--- src/design/plb_pkg.sv ---
// Shared types and constants for the price level book.
package plb_pkg;

   localparam int unsigned LEVELS_DEFAULT = 64;
   localparam int unsigned PRICE_W = 32;
   localparam int unsigned SHARES_W = 32;
   localparam int unsigned REQ_DATA_W = 64;
   localparam int unsigned REQ_USER_W = 2;
   localparam int unsigned RSP_DATA_W = 136;

   localparam logic CMD_ADD = 1'b0;
   localparam logic CMD_REMOVE = 1'b1;

   localparam logic SIDE_BID = 1'b0;
   localparam logic SIDE_ASK = 1'b1;

   localparam logic [1:0] ST_OK = 2'd0;
   localparam logic [1:0] ST_UNKNOWN = 2'd1;
   localparam logic [1:0] ST_FULL = 2'd2;
   localparam logic [1:0] ST_SAT = 2'd3;

   localparam logic [SHARES_W-1:0] SHARES_MAX = '1;

   typedef struct packed {
      logic load;
      logic compare;
      logic update;
   } dp_cmd_type;

endpackage

--- src/design/plb_ctrl.sv ---
// Controller state machine that sequences one beat through compare and update.
module plb_ctrl (
   input  logic                clock,
   input  logic                reset,
   input  logic                req_tvalid,
   output logic                req_tready,
   output logic                rsp_tvalid,
   input  logic                rsp_tready,
   output plb_pkg::dp_cmd_type dp_cmd
);
   import plb_pkg::*;

   typedef enum logic [1:0] {
      S_IDLE,
      S_COMPARE,
      S_UPDATE,
      S_RESPOND
   } state_type;

   state_type state_ff, state_in;

   always_comb begin
      state_in = state_ff;
      case (state_ff)
         S_IDLE: begin
            if (req_tvalid) state_in = S_COMPARE;
         end
         S_COMPARE: state_in = S_UPDATE;
         S_UPDATE: state_in = S_RESPOND;
         S_RESPOND: begin
            if (rsp_tready) state_in = S_IDLE;
         end
         default: state_in = S_IDLE;
      endcase
   end

   always_ff @(posedge clock) begin
      if (reset) begin
         state_ff <= S_IDLE;
      end else begin
         state_ff <= state_in;
      end
   end

   assign req_tready = (state_ff == S_IDLE);
   assign rsp_tvalid = (state_ff == S_RESPOND);
   assign dp_cmd.load = req_tready & req_tvalid;
   assign dp_cmd.compare = (state_ff == S_COMPARE);
   assign dp_cmd.update = (state_ff == S_UPDATE);

endmodule

--- config.mk ---
export PLATFORM = sky130hd
export DESIGN_NAME = plb_ctrl
export DESIGN_NICKNAME = d
export VERILOG_FILES = /design/src/design/plb_pkg.sv /design/src/design/plb_ctrl.sv
export SDC_FILE = /design/constraint.sdc
export NUM_CORES = 1
export LEC_CHECK = 0
export ABC_AREA = 1
export BUFFER_PORTS_ARGS = -buffer_cell sky130_fd_sc_hd__buf_2
export CORE_AREA = 2 2 39 41
export DETAILED_ROUTE_END_ITERATION = 16
export DIE_AREA = 0 0 41 43
export HOLD_SLACK_MARGIN = 0.05
export PLACE_DENSITY = 0.37
export SYNTH_ARGS = -nofsm -noshare
export SYNTH_HDL_FRONTEND = slang
export SYNTH_SLANG_ARGS = --single-unit
--- constraint.sdc ---
create_clock -name clock -period 1.1 [get_ports clock]
set_clock_uncertainty 0.05 [all_clocks]
set_input_delay 0.165 -clock clock [delete_from_list [all_inputs] [get_ports clock]]
set_output_delay 0.165 -clock clock [all_outputs]
set_load 0.02 [all_outputs]
# Yosys cells after proc, flatten, opt, wreduce, memory -nomap -nowiden
# Cells that the tools add are included.
dict set report totals {
  ff_bits 2
  input_bits 4
  out_inout_bits 5
}
dict set report op_classes {
  eq_ne 5
  n_mux 3
  bitwise 1
  n_reduce_logical 2
}
# operator count
set ops {}
lappend ops {{2-bit one-hot mux with 4 select lines} 1}
lappend ops {{2-bit == test, second input constant} 2}
lappend ops {{2-bit two-way mux} 2}
lappend ops {{2-bit by 1-bit == test with 1-bit output, second input constant} 1}
lappend ops {{2-bit logical NOT} 1}
lappend ops {{2-bit by 1-bit inequality test with 1-bit output, second input constant} 1}
lappend ops {{2-bit inequality test, second input constant} 1}
lappend ops {{2-bit AND reduction} 1}
lappend ops {{1-bit bitwise AND} 1}

# Longest topological paths before layout
# Gate-level depths: netlist of run 1.
dict set report logic_depth {
  word_depth 3
  ltp_mapped 6
  mapped_depth_nobuf 6
}

# Worst setup path after synthesis of run 1
# No wires, ideal clock.
dict set report synth_path {
  path_type {register to register}
  start {reg state_ff[0]}
  end {reg state_ff[1]}
  setup_time_ps 115
  t_arrival_ps 1002
  t_required_ps 935
  slack_ps -67
  stages_incl_launch_ff 6
  n_path_buf 0
  synth_period_minus_slack_ps 1167
  cell_sequence {dfxtp_1 > inv_1 > ha_1 > nand2_2 > a21oi_1 > nor2_1}
}
dict set report synth_between {
  elab_chain_len 3
  word_cells_on_any_way 8
}
# item line_no
set synth_lines {}
lappend synth_lines {{start: declaration} plb_ctrl.sv:20} ;# state_type state_ff, state_in;
lappend synth_lines {{start signal: assignment} plb_ctrl.sv:41} ;# state_ff <= state_in;
lappend synth_lines {{2-bit logical NOT *} -}
lappend synth_lines {{via req_tready} plb_ctrl.sv:6} ;# output logic req_tready,
lappend synth_lines {{2-bit inequality test (no line)} -}
lappend synth_lines {{2-bit AND reduction (no line)} -}
# The timed path passes the listed nets; every way through them passes the cells marked *.
# A chain may end at the register's enable or synchronous reset.

==> metrics.txt, run 1 <==
status complete, but fails checks; failing checks setup timing; met2 routed WL slightly above 200 µm; Die W 41 µm; Max VDD drop a little under 0.0007 V; async set-or-reset flop fraction in the synthesized netlist 0%; Post-Syn Instances 25; maxcap violations 0; top_reg_cell synth dfxtp_1; Seq/Total Area, Yosys between 20% and 30%; clk buf depth 2; # rows 14; CP max stage delay roughly 360 ps; Worst EP required roughly 900 ps; share of layout cells above drive strength 1 65.8%; period utilisation layout 110%; Total Wirelength around 380 µm; crit path max fanout 4; Hold Crit Class primary input to register; fillers between 150 and 200; clock buffer count from CTS 3; Initial DRC Count 1; die height around 43 µm; most common cell in the synthesized netlist inv_1; Worst-Margin Slew around 110 ps; YS warnings 0; metal1 wirelength 132 µm; count of different cell masters after synthesis 8; first-pass GRT wire length roughly 660 µm; Regs by FF count state_ff: 2 flops; Area Overhead vs Synth 91.3%; Placed Instances just under 50; Pre-Repair DR Iteration Count 4; number of synthesized flops with an enable pin 0; die area ~1800 µm²; most instantiated cells after synthesis 7 x inv_1, 5 x nand2_1, 4 x ha_1, 3 x nor2_1; clk slew on worst S/H paths 30 ps; Largest Register state_ff; area of the multi-input gates ~130 µm²; GRT Overall Usage a little over 6%; RD Place Congestion 0.636; final setup fails 5; core area 1380 µm²; top sig layer met3; synthesized area 173 µm²; CP max-delay cell dfxtp_4; Top delay family on crit path flip-flops; per-cell routed wire length slightly below 7 µm; CTS tree done; fin nets 48; met3 routed WL around 35 µm; clk_lat worst skew approximately 220 ps; Fin. Hold Viols 0; Largest register FFs 2; Final ANT Viol Nets 0; Initial Util 12.5%; Avg Synthesized Cell Area between 6 and 7 µm²; cts hold-fix bufs 0; Critical Path AT a little under 1000 ps; initial antenna violation count 0; detail-routed via count per cell between 3 and 4; crit path kind register to output port; largest net degree at the start of global routing 5; ANT cells 0; Buf/Inv on CP 3; fmax 0.828 GHz; H-tree levels 1; Cell Chain, Critical Path inv_4 > ha_4 > nand2_2 > inv_2 > buf_6; syn nets 33; cell taking the most area after synthesis ha_1; I/O pins 9; unrepaired setup endpoints after global routing yes; Final min period 1210 ps; Critical Path Start Type register; leakage 0.000175 µW; clock root buffer clkbuf_4; DP HPWL between 200 and 300 µm; Critical Path End Type output port; top cells by area, synth ha_1 29%, dfxtp_1 23%, inv_1 15%; Final Slew Violations 0; vias in the first global route between 150 and 200; Yosys reg bits 2; DRC Markers 0; buffers added on ports 8; power per cell area approximately 2800 nW/µm²; total congestion overflow 0; headroom to the max-slew limit 92.6%; Yosys top cell area share 29.0%; Final Non-Filler Cells 54; Register Area 45.0 µm²; CTS Sinks 2; post-route setup slack -108 ps; final core utilization between 20% and 30%; Via Count approximately 200
==> per-stage QoR <==
step	TNS, ps	hold slack [ps]	setup slack, ps	area (µm²)	total power (µW)
6_report	-359	134	-108	330	936
5_1_grt	-665	125	-160	330	1040
4_1_cts	-439	122	-130	328	947
3_5_place_dp	-88.3	371	-44.0	240	571
3_3_place_gp	-95.7	377	-44.2	240	575
2_1_floorplan	0	270	5.96	180	478
==> per-layer routing <==
layer | track usage [%] | vias up
li1 | - | 101
met1 | 5.11 | 88
met2 | 8.44 | 9
met3 | 6.28 | 0
met4 | 4.00 | 0
met5 | 0 | -
==> repair_timing <==
| action | in CTS | in global routing |
|---|---|---|
| gates cloned | 0 | 0 |
| setup buffers | 2 | 0 |
| pin swaps | 3 | 2 |
| setup endpoints to repair | 7 | 7 |
| resized for setup | 17 | 2 |
==> layout by cell type (no fill, tap or decap), drive strengths merged <==
cell / n
buf: 10
inv: 7
nand2: 6
ha: 4
nor2: 3
clkbuf: 3
a21oi: 2
dfxtp: 2
nand3: 1
==> where the power goes <==
group / switching, µW / internal [µW]
clock network: 40.0 / 120
registers: 42.6 / 118
logic: 310 / 305
==> cells by family after synthesis <==
group / Yosys count / share of synthesized area (%)
simple gates: 10 / 26.8
fa+ha+maj: 4 / 29.0
flops: 2 / 23.2
compound gates: 2 / 5.80
buf+inv: 7 / 15.2
==> area by class of cell <==
cell class,count,share of cell area (%)
multi-input cells,16,40.5
repair buffers,10,24.2
flip-flops and latches,2,13.6
inverters,7,8.71
clock buffers,3,6.82
well taps,16,6.06
==> path summary, 6_finish.rpt <==
path	start	endpoint	slack (ps)	cells past startpoint
hold reg to reg	state_ff[0]	state_ff[0]	460	2
hold / removal	reset	state_ff[0]	130	4
setup reg to reg	state_ff[0]	state_ff[1]	10	7
setup / recovery	state_ff[0]	dp_cmd[2]	-110	5
==> worst register-to-register path: cells and delay by family (launching register included) <==
family | cells | cell delay (ps)
buffers and inverters | 2 | 170
AND/OR/NAND/NOR | 4 | 230
adder cells (fa/ha/maj) | 1 | 160
flip-flops | 1 | 360
Note: power is estimated with default switching activity, not from simulation.
==> inputs of run 2 (changes only) <==
- CELL_PAD_IN_SITES_DETAIL_PLACEMENT: unset -> 1
- CELL_PAD_IN_SITES_GLOBAL_PLACEMENT: unset -> 1
- CTS_CLUSTER_SIZE: unset -> 28
- PLACE_DENSITY: 0.37 -> 0.47
==> run 2 against run 1 <==
  * The run still ends with setup timing left
  * Design area increased by 21%
  * Sequential share of layout area decreased by 1.8 points
  * Combinational power is 29% higher
==> metrics.txt, run 2 (synthesis gave the netlist of run 1 again) <==
leakage 0.000203 µW (was 0.000175 µW); DP HPWL 353 µm (was 287 µm); DRC Markers 0 (unchanged); commonest non-fill, non-tap cells in the layout 6 x buf_6, 4 x inv_1, 4 x buf_2 (was 4 x inv_1, 4 x buf_2, 4 x buf_6); Total Wirelength 502 µm (was 375 µm); CTS Sinks 2 (unchanged); met3 routed WL 31 µm (was 35 µm); Largest Register state_ff (unchanged); cell internal pwr 648 µW (was 543 µW); total congestion overflow 0 (unchanged); Hold Crit Class primary input to register (unchanged); post-route setup slack -131 ps (was -108 ps); Final ANT Viol Nets 0 (unchanged); Seq pwr share 14.8% (was 17.1%); H-tree levels 1 (unchanged); top sig layer met3 (unchanged); Area Overhead vs Synth 132% (was 91.3%); metal1 wirelength 205 µm (was 132 µm); fin nets 51 (was 48); met2 routed WL 265 µm (was 206 µm); vias in the first global route 232 (was 179); die area 1760 µm² (unchanged); failing checks setup timing (unchanged); Max VDD drop 0.000746 V (was 0.000682 V); P_sw 473 µW (was 393 µW); first-pass GRT wire length 890 µm (was 655 µm); CTS tree done (unchanged); maxcap violations 0 (unchanged); Critical Path Start Type register (unchanged); DP Area 255 µm² (was 240 µm²); Final Cell Area 400 µm² (was 330 µm²); initial antenna violation count 0 (unchanged); clock root buffer clkbuf_4 (unchanged); final setup fails 5 (unchanged); crit path kind register to output port (unchanged); status complete, but fails checks (unchanged); Fin. Hold Viols 0 (unchanged); Via Count 201 (was 198); I/O pins 9 (unchanged); share of layout cells above drive strength 1 78.0% (was 65.8%); Final Slew Violations 0 (unchanged); Final min period 1230 ps (was 1210 ps); switch share 42.2% (was 42.0%); fmax 0.812 GHz (was 0.828 GHz); clk buf depth 2 (unchanged); clock power share 14.3% (was 17.1%); ANT cells 0 (unchanged); cts hold-fix bufs 0 (unchanged); per-cell routed wire length 8.81 µm (was 6.94 µm); largest net degree at the start of global routing 5 (unchanged); clk slew on worst S/H paths 30 ps (about the same); period utilisation layout 112% (was 110%); Initial Util 12.5% (unchanged); headroom to the max-slew limit 93.2% (was 92.6%); Die W 41 µm (unchanged); crit path max fanout 3 (was 4); Regs by FF count state_ff: 2 flops (unchanged); buffers added on ports 8 (unchanged); area of the multi-input gates 171 µm² (was 134 µm²); Initial DRC Count 0 (was 1); RD Place Congestion 0.647 (was 0.636); # rows 14 (unchanged); Register Area 47.5 µm² (was 45.0 µm²); Combinational Power Share 70.9% (was 65.8%); Largest register FFs 2 (unchanged); commonest non-fill, non-tap cell in the layout buf_6; clk_lat worst skew 220 ps (about the same); Tot Pwr 1120 µW (was 936 µW); Critical Path AT 1020 ps (was 990 ps); unrepaired setup endpoints after global routing yes (unchanged); GRT Overall Usage 7.92% (was 6.11%); clock buffer count from CTS 3 (unchanged); fillers 165 (was 161); Pre-Repair DR Iteration Count 1 (was 4); core area 1380 µm² (unchanged); detail-routed via count per cell 3.53 (was 3.67); Critical Path End Type output port (unchanged); Worst EP required 880 ps (about the same); die height 43 µm (unchanged); Worst-Margin Slew 103 ps (was 111 ps); power per cell area 2800 nW/µm² (was 2830 nW/µm²)
[run 2: cell types whose count changed in the layout (fill, tap and decap cells not counted), sizes merged]
cell / delta
buf: +3
[run 2: worst max-delay path, stage by stage (launching register included)]
cell     delay [ps]
dfxtp_4         350
buf_4           140
ha_2            180
buf_6           130
[run 2: path summary, 6_finish.rpt]
check              startpoint          end  slack (ps)  cells after the start
hold / removal          reset  state_ff[1]         130                      4
setup / recovery  state_ff[1]    dp_cmd[0]        -130                      3
hold reg to reg   state_ff[0]  state_ff[0]         580                      3
setup reg to reg  state_ff[1]  state_ff[0]           0                      7
[run 2: cell type report]
class | count | area share, %
repair buffers | 13 | 27.5
well taps | 16 | 5.00
flip-flops and latches | 2 | 11.9
inverters | 7 | 7.19
multi-input cells | 16 | 42.8
clock buffers | 3 | 5.62
[run 2: routing by layer]
metal	up-vias	global-route usage, %
li1	105	-
met1	90	7.99
met2	6	11.3
met3	0	4.71
met4	0	6.00
met5	-	0
[run 2: through the flow]
stage	util, %	hold WS [ps]	setup slack, ps	TNS (ps)	cells
5_1_grt	28.9	151	-169	-810	57
2_1_floorplan	-	270	5.96	0	25
3_3_place_gp	18.4	371	-31.0	-63.7	51
6_report	28.9	127	-131	-477	57
4_1_cts	27.1	125	-114	-496	57
3_5_place_dp	18.4	373	-54.7	-127	51
[run 2: power by group through the flow]
| stage | clock, µW | combinational [µW] | sequential (µW) |
|---|---|---|---|
| after floorplan | 0 | 345 | 133 |
| after global placement | 0 | 481 | 136 |
| after detailed placement | 0 | 490 | 137 |
| after CTS | 172 | 766 | 142 |
| after global routing | 182 | 882 | 175 |
| final | 160 | 795 | 166 |
[run 2: timing repair]
| item | in CTS | in global routing |
|---|---|---|
| resized for setup | 23 | 6 |
| pin swaps | 3 | 2 |
| setup buffers | 3 | 0 |
| setup endpoints to repair | 7 | 7 |
| hold endpoints to repair | 0 | 0 |
